## config.mk

```make
export PLATFORM = sky130hd
export DESIGN_NAME = rgb_breathing_color_sequencer_top_flat
export DESIGN_NICKNAME = d
export VERILOG_FILES = /design/src/sv/rbcs_pkg.sv /design/src/sv/rbcs_if.sv /design/src/sv/rgb_breathing_color_sequencer_top.sv /design/src/flat_wrapper.sv
export SDC_FILE = /design/constraint.sdc
export NUM_CORES = 1
export LEC_CHECK = 0
export ABC_CLOCK_PERIOD_IN_PS = 12100
export BUFFER_PORTS_ARGS = -buffer_cell sky130_fd_sc_hd__buf_2
export CAP_MARGIN = 25
export CORE_MARGIN = 10
export CORE_UTILIZATION = 44
export CTS_BUF_LIST = sky130_fd_sc_hd__clkbuf_8
export CTS_CLUSTER_SIZE = 14
export DETAILED_ROUTE_END_ITERATION = 6
export PLACE_DENSITY_LB_ADDON = 0.25
export SLEW_MARGIN = 15
export SYNTH_ARGS = -nofsm -noshare
export SYNTH_HDL_FRONTEND = slang
export SYNTH_SLANG_ARGS = --single-unit
```

## constraint.sdc

```tcl
create_clock -name clk -period 12.1 [get_ports clk]
set_input_delay 1.21 -clock clk [delete_from_list [all_inputs] [get_ports clk]]
set_output_delay 1.21 -clock clk [all_outputs]
set_load 0.05 [all_outputs]
```

## src/sv/rbcs_pkg.sv

```systemverilog
// Shared types and constants for the RGB breathing color sequencer.
package rbcs_pkg;

    localparam int LEVEL_W = 8;
    localparam int PHASE_W = 3;

    localparam logic [LEVEL_W-1:0] PEAK_RESET = 8'd255;
    localparam logic [LEVEL_W-1:0] RISE_STEP  = 8'd2;
    localparam logic [LEVEL_W-1:0] FALL_STEP  = 8'd2;

    typedef enum logic [PHASE_W-1:0] {
        PH_RED     = 3'd0,
        PH_GREEN   = 3'd1,
        PH_BLUE    = 3'd2,
        PH_MAGENTA = 3'd3,
        PH_YELLOW  = 3'd4,
        PH_CYAN    = 3'd5,
        PH_WHITE   = 3'd6
    } phase_t;

    typedef struct packed {
        logic [LEVEL_W-1:0] red_level;
        logic [LEVEL_W-1:0] green_level;
        logic [LEVEL_W-1:0] blue_level;
        logic [PHASE_W-1:0] color_phase;
    } color_item_t;

endpackage

```

## src/sv/rbcs_if.sv

```systemverilog
// Valid/ready channel interfaces for tick items and color items.
interface rbcs_tick_if;
    logic valid;
    logic ready;
    logic tick;

    modport source (output valid, output tick, input ready);
    modport sink (input valid, input tick, output ready);
endinterface

interface rbcs_color_if;
    logic       valid;
    logic       ready;
    logic [7:0] red_level;
    logic [7:0] green_level;
    logic [7:0] blue_level;
    logic [2:0] color_phase;

    modport source (
        output valid, output red_level, output green_level, output blue_level,
        output color_phase, input ready
    );
    modport sink (
        input valid, input red_level, input green_level, input blue_level,
        input color_phase, output ready
    );
endinterface

```

## src/sv/rgb_breathing_color_sequencer_top.sv

```systemverilog
// Top level of the RGB breathing color sequencer.
//
// tick_ch carries one tick item per handshake: tick = 1 advances the breathing
// ramp one step, tick = 0 only reports. color_ch returns one color item per
// tick item: red, green and blue levels and the active color phase, all taken
// after the update. cfg_wr_en / cfg_wr_data write peak_level.
//
// The state registers and the output buffer load on the edge that accepts the
// item, and the result is registered. One item is accepted every cycle while
// tick_ch.ready is high; the ramp update is a single add, compare and select
// on the held state.
//
// A two-entry output buffer (result register plus skid register) decouples the
// sides: while the receiver stalls, one more item is accepted into the skid
// register, and tick_ch.ready drops only when both entries are full.
//
// Reset clears all levels, the phase (red) and the direction (rising), sets
// peak_level to 255 and empties the output buffer.
module rgb_breathing_color_sequencer_top (
    input  logic                         clk,
    input  logic                         rst_n,
    input  logic                         cfg_wr_en,
    input  logic [rbcs_pkg::LEVEL_W-1:0] cfg_wr_data,
    rbcs_tick_if.sink                    tick_ch,
    rbcs_color_if.source                 color_ch
);
    import rbcs_pkg::*;

    logic [LEVEL_W-1:0] peak_reg;
    phase_t             phase_reg, phase_next;
    logic [LEVEL_W-1:0] red_reg, red_next;
    logic [LEVEL_W-1:0] green_reg, green_next;
    logic [LEVEL_W-1:0] blue_reg, blue_next;
    logic               falling_reg, falling_next;

    color_item_t        head_reg, skid_reg, result_item;
    logic               head_valid_reg, skid_valid_reg;

    logic               in_fire, out_fire, step_en, active;
    logic [LEVEL_W-1:0] sel_level, stepped;
    logic [LEVEL_W:0]   rise_sum;
    logic               fall_after, advance;

    assign in_fire  = tick_ch.valid && tick_ch.ready;
    assign out_fire = head_valid_reg && color_ch.ready;
    assign step_en  = in_fire && tick_ch.tick;

    always_comb
    begin
        active    = 1'b1;
        sel_level = red_reg;
        unique case (phase_reg)
            PH_RED, PH_MAGENTA, PH_YELLOW: sel_level = red_reg;
            PH_GREEN, PH_CYAN, PH_WHITE:   sel_level = green_reg;
            PH_BLUE:                       sel_level = blue_reg;
            default:                       active    = 1'b0;
        endcase
    end

    always_comb
    begin
        rise_sum = {1'b0, sel_level} + {{LEVEL_W{1'b0}}, 1'b1};
        if (!falling_reg)
        begin
            if (rise_sum < {1'b0, peak_reg})
                stepped = sel_level + RISE_STEP;
            else
                stepped = sel_level + 8'd1;
            fall_after = (stepped >= peak_reg);
        end
        else
        begin
            if (sel_level > 8'd1)
                stepped = sel_level - FALL_STEP;
            else
                stepped = sel_level - 8'd1;
            fall_after = (stepped != '0);
        end
        advance = (stepped == '0) && !fall_after;
    end

    always_comb
    begin
        phase_next   = phase_reg;
        red_next     = red_reg;
        green_next   = green_reg;
        blue_next    = blue_reg;
        falling_next = falling_reg;
        if (step_en && active)
        begin
            falling_next = fall_after;
            if (advance)
                phase_next = (phase_reg == PH_WHITE) ? PH_RED
                                                     : phase_t'(phase_reg + 3'd1);
            unique case (phase_reg)
                PH_RED:     red_next = stepped;
                PH_GREEN:   green_next = stepped;
                PH_BLUE:    blue_next = stepped;
                PH_MAGENTA:
                begin
                    red_next  = stepped;
                    blue_next = stepped;
                end
                PH_YELLOW:
                begin
                    red_next   = stepped;
                    green_next = stepped;
                end
                PH_CYAN:
                begin
                    green_next = stepped;
                    blue_next  = stepped;
                end
                PH_WHITE:
                begin
                    red_next   = stepped;
                    green_next = stepped;
                    blue_next  = stepped;
                end
                default:    red_next = red_reg;
            endcase
        end
    end

    always_comb
    begin
        result_item.red_level   = red_next;
        result_item.green_level = green_next;
        result_item.blue_level  = blue_next;
        result_item.color_phase = phase_next;
    end

    // Hold peak and ramp state.
    always_ff @(posedge clk or negedge rst_n)
    begin
        if (!rst_n)
        begin
            peak_reg    <= PEAK_RESET;
            phase_reg   <= PH_RED;
            red_reg     <= '0;
            green_reg   <= '0;
            blue_reg    <= '0;
            falling_reg <= 1'b0;
        end
        else
        begin
            if (cfg_wr_en)
                peak_reg <= cfg_wr_data;
            phase_reg   <= phase_next;
            red_reg     <= red_next;
            green_reg   <= green_next;
            blue_reg    <= blue_next;
            falling_reg <= falling_next;
        end
    end

    // Output buffer control.
    always_ff @(posedge clk or negedge rst_n)
    begin
        if (!rst_n)
        begin
            head_valid_reg <= 1'b0;
            skid_valid_reg <= 1'b0;
        end
        else if (!head_valid_reg || out_fire)
        begin
            head_valid_reg <= skid_valid_reg || in_fire;
            skid_valid_reg <= 1'b0;
        end
        else if (in_fire)
        begin
            skid_valid_reg <= 1'b1;
        end
    end

    // Output buffer payload.
    always_ff @(posedge clk)
    begin
        if (!head_valid_reg || out_fire)
        begin
            if (skid_valid_reg)
                head_reg <= skid_reg;
            else
                head_reg <= result_item;
        end
        else if (in_fire)
        begin
            skid_reg <= result_item;
        end
    end

    assign tick_ch.ready        = !skid_valid_reg;
    assign color_ch.valid       = head_valid_reg;
    assign color_ch.red_level   = head_reg.red_level;
    assign color_ch.green_level = head_reg.green_level;
    assign color_ch.blue_level  = head_reg.blue_level;
    assign color_ch.color_phase = head_reg.color_phase;

endmodule

```

## src/flat_wrapper.sv

```systemverilog
// flat-port wrapper written by rule: the top's interface ports become plain ports
module rgb_breathing_color_sequencer_top_flat import rbcs_pkg::*;
  (clk, rst_n, cfg_wr_en, cfg_wr_data, tick_ch_valid, tick_ch_tick, tick_ch_ready, color_ch_valid, color_ch_red_level, color_ch_green_level, color_ch_blue_level, color_ch_color_phase, color_ch_ready);
  rbcs_tick_if tick_ch_i ();
  rbcs_color_if color_ch_i ();
  input  logic clk;
  input  logic rst_n;
  input  logic cfg_wr_en;
  input  logic [rbcs_pkg::LEVEL_W-1:0] cfg_wr_data;
  input wire logic [$bits(tick_ch_i.valid)-1:0] tick_ch_valid;
  input wire logic [$bits(tick_ch_i.tick)-1:0] tick_ch_tick;
  output wire logic [$bits(tick_ch_i.ready)-1:0] tick_ch_ready;
  output wire logic [$bits(color_ch_i.valid)-1:0] color_ch_valid;
  output wire logic [$bits(color_ch_i.red_level)-1:0] color_ch_red_level;
  output wire logic [$bits(color_ch_i.green_level)-1:0] color_ch_green_level;
  output wire logic [$bits(color_ch_i.blue_level)-1:0] color_ch_blue_level;
  output wire logic [$bits(color_ch_i.color_phase)-1:0] color_ch_color_phase;
  input wire logic [$bits(color_ch_i.ready)-1:0] color_ch_ready;
  assign tick_ch_i.valid = tick_ch_valid;
  assign tick_ch_i.tick = tick_ch_tick;
  assign tick_ch_ready = tick_ch_i.ready;
  assign color_ch_valid = color_ch_i.valid;
  assign color_ch_red_level = color_ch_i.red_level;
  assign color_ch_green_level = color_ch_i.green_level;
  assign color_ch_blue_level = color_ch_i.blue_level;
  assign color_ch_color_phase = color_ch_i.color_phase;
  assign color_ch_i.ready = color_ch_ready;
  rgb_breathing_color_sequencer_top u_core (.clk(clk), .rst_n(rst_n), .cfg_wr_en(cfg_wr_en), .cfg_wr_data(cfg_wr_data), .tick_ch(tick_ch_i), .color_ch(color_ch_i));
endmodule
```

==> flow_summary.toml <==
[worst_setup_path]
cp_common_cell = "ha_1"
worst-path-buf-inv = 0
worstPathArrival_ns = 6.64
critPathSlowestCell = "dfrtp_1"
worstPathCellList = "mux2i_1 -> a211oi_1 -> or2_1 -> ha_1 -> nand2_1 -> nor4_1 -> xnor2_1 -> ha_1 -> a2111oi_0 -> o211ai_1 -> o21a_1 -> or2_2 -> mux2_2 -> ha_1 -> a21o_1 -> a211oi_1 -> o21bai_1 -> a31oi_1 -> a31oi_2 -> nor4_2 -> mux2_2"
end_kind = "register"
crit_fanout = 17
worstSetupPathType = "register to register"
crit_required_ns = 12.24
r2r_slack_ns = 5.60
r2r-end = "u_core.skid_reg[0]"
reg2reg_depth = 21
r2r_start = "u_core.phase_reg[2]"
critPathMaxStageDelay_ns = 0.79
start_kind = "register"
cp_top_family = "compound AO/OA/AOI/OAI gates"

[timing]
period_needed_ns = 6.504
tightest_slew_ns = 1.020
setup_slack_ns = 5.596
setup_viol = 0
clock_skew_ns = 0.01050
slew_headroom = 0.3138
report.final.slew_viol_count = 0
hold_viol = 0
finalCritPeriodShare = 0.5376
fin_setup_tns_ns = 0
rsz0062_at_grt = "no"
fmax_ghz = 0.1537

[synthesis]
synth_edf_count = 54
ys_types = 66
yosysSeqAreaShare = 0.4975
synth-seq-cells = 92
synthTopCellsByArea = "edfxtp_1 (31%), dfrtp_1 (14%), mux2_2 (8.9%)"
ys.flop_type = "edfxtp_1"
synthArstFlopShare = 0.4130
syn_nets = 492
syn_area_mm2 = 0.005191
synth_area_leader_cell = "edfxtp_1"
ys_warn_count = 0
yosys.area.top_type_share = 0.3124
syn_inst = 458
syn_avg_cell_area_um2 = 11.33

[floorplanning]
core_area_mm2 = 0.01147
start_util = 0.4527
dieArea_mm2 = 0.01654
die_w_um = 128.6
pin_count = 43
dieHeight_um = 128.6
rows = 39

[layout]
drive_gt1_frac = 0.2649
area_growth_pct = 9.954
diodes = 0
fin_nets = 531
multiInputGateArea_mm2 = 0.002425
regArea_mm2 = 0.002582
design_area_mm2 = 0.005708
largest_register_ffs = 27
fillers = 1044

[min_path]
worstHoldPathCells = 2
holdPathEnd = "u_core.color_ch.red_level[1]"
hp-start = "u_core.skid_reg[20]"
hold_class = "register to register"

[cts]
clk_path_buf_depth = 2
post_cts_resized = 0
htree_levels = 3
tritoncts = "yes"
insertion_delay_ns = 0.38
cts_buffers = 9
postCtsSetupBuffers = 0
path_clk_slew_ns = 0.09
postCtsHoldBufs = 0
root_buffer = "clkbuf_8"
clock_sinks = 92

[placed_design]
place.gp.congestion = 0.9713
dpl_cell_area_mm2 = 0.005520
hpwl_um = 9552
pre_cts_slack_ns = 5.648
port_buffers = 42

[grt]
grt_pass1_vias = 3787
grt_util_all_layers = 0.1582
antenna_found_initial = 0
grt_max_degree = 39
grt_pass1_wl_um = 20670
grt.overflow.total = 0

[route]
routed_wl_um = 12910
vias = 3766
drc_errors = 0
dr.pass1.iters = 5
initialDrtViolationCount = 301
wl_per_cell_um = 20.01
ant_nets = 0
via_per_inst = 5.839

[power]
peakVddDrop_v = 0.0001168
power_mw = 1.334
p_per_area_mw_per_mm2 = 233.8
p_leak_nw = 2.221

[outcome]
status = "completed"

[job]
cap_violations = 0
## cells in the mapped netlist, types with 3 or more instances
library cell	instances
nand2b_1	3
o21a_1	4
buf_6	3
nor3_1	5
or2_2	4
o21bai_1	4
nor4_1	7
nor2_1	40
a21o_1	3
mux2_2	41
a211oi_1	12
or4_1	4
and2_1	5
clkbuf_1	11
xnor2_1	11
o22ai_1	5
nor3b_1	4
o21ai_0	19
edfxtp_1	54
nand2_1	31
dfrtp_1	30
nand3_1	3
dfstp_2	8
a211o_1	5
ha_1	20
mux2i_1	21
a21oi_1	13
a31oi_1	6
buf_2	4
inv_1	19
a31o_2	3
nand4_1	6
o211ai_1	6
## final cells by class
type | instances | area share
clock inverter | 7 | 0.01030
inverter | 21 | 0.01381
tap | 143 | 0.03135
multi-input combinational | 324 | 0.4248
sequential | 92 | 0.4524
timing repair buffer | 49 | 0.04559
clock buffer | 9 | 0.02170
## placed cells by master, fill, tap and decap left out, drive strengths merged, types with 3 or more instances in the layout
cell	count
nand3	3
edfxtp	54
nor2	41
a211o	5
a211oi	13
ha	20
a21oi	13
xnor2	11
o21a	4
nor3	5
a31oi	7
buf	48
or2	5
nor3b	4
o21ai	19
o22ai	5
nand2b	3
a31o	3
nand4	6
mux2	41
clkbuf	10
dfstp	8
nand2	31
o21bai	4
or4	5
nor4	9
dfrtp	30
o211ai	6
clkinvlp	3
a21o	3
and2	5
mux2i	21
inv	23
## layer usage
layer / vias up / routed length, um / global-route usage
li1: 1813 / - / -
met1: 1827 / 6018 / 0.2139
met2: 102 / 5893 / 0.2381
met3: 24 / 681 / 0.03491
met4: 0 / 315 / 0.07073
met5: - / 0 / 0
## cell families (layout without fill, tap and decap cells)
kind of cell / Yosys count / after routing / share of synthesized area
simple gates: 126 / 126 / 0.1251
flops: 92 / 92 / 0.4975
compound gates: 104 / 104 / 0.1432
xor+xnor: 12 / 12 / 0.02025
buf+inv: 42 / 86 / 0.03640
mux: 62 / 62 / 0.1294
fa+ha+maj: 20 / 20 / 0.04820
## metrics by stage
stage                     instances  hold slack, ns    util
after detailed placement        628          0.5096  0.4814
after global routing            645          0.5648  0.4978
final                           645          0.5388  0.4978
after floorplan                 458          0.4944       -
after global placement          628          0.5162  0.4814
after CTS                       644          0.5421  0.4973
## worst reg2reg max path, delay by kind of cell, from the launching register on
kind            cells  cell delay, ns
mux                 3            0.84
xor+xnor            1            0.11
fa+ha+maj           3            0.75
simple gates        5            1.50
compound gates      9            2.26
flops               1            0.79
## worst max-delay path by stage
stage,start,to,slack (ns),depth (start not counted)
final,u_core.phase_reg[2],u_core.skid_reg[0],5.60,21
after detailed placement,u_core.phase_reg[2],u_core.skid_reg[0],5.65,21
after CTS,u_core.phase_reg[2],u_core.skid_reg[0],5.63,21
after global routing,u_core.phase_reg[2],u_core.skid_reg[0],4.83,21
after floorplan,u_core.phase_reg[2],u_core.skid_reg[0],6.45,24
after global placement,u_core.phase_reg[2],u_core.skid_reg[0],5.88,22
## report_power, final
group	switching (mW)	leakage (nW)	internal, mW	total (mW)
clock network	0.116	0.0853	0.0772	0.194
registers	0.0304	0.991	0.400	0.430
logic	0.458	1.14	0.252	0.710
total	0.605	2.22	0.729	1.33
No activity file was read; power rests on OpenSTA's default activity.
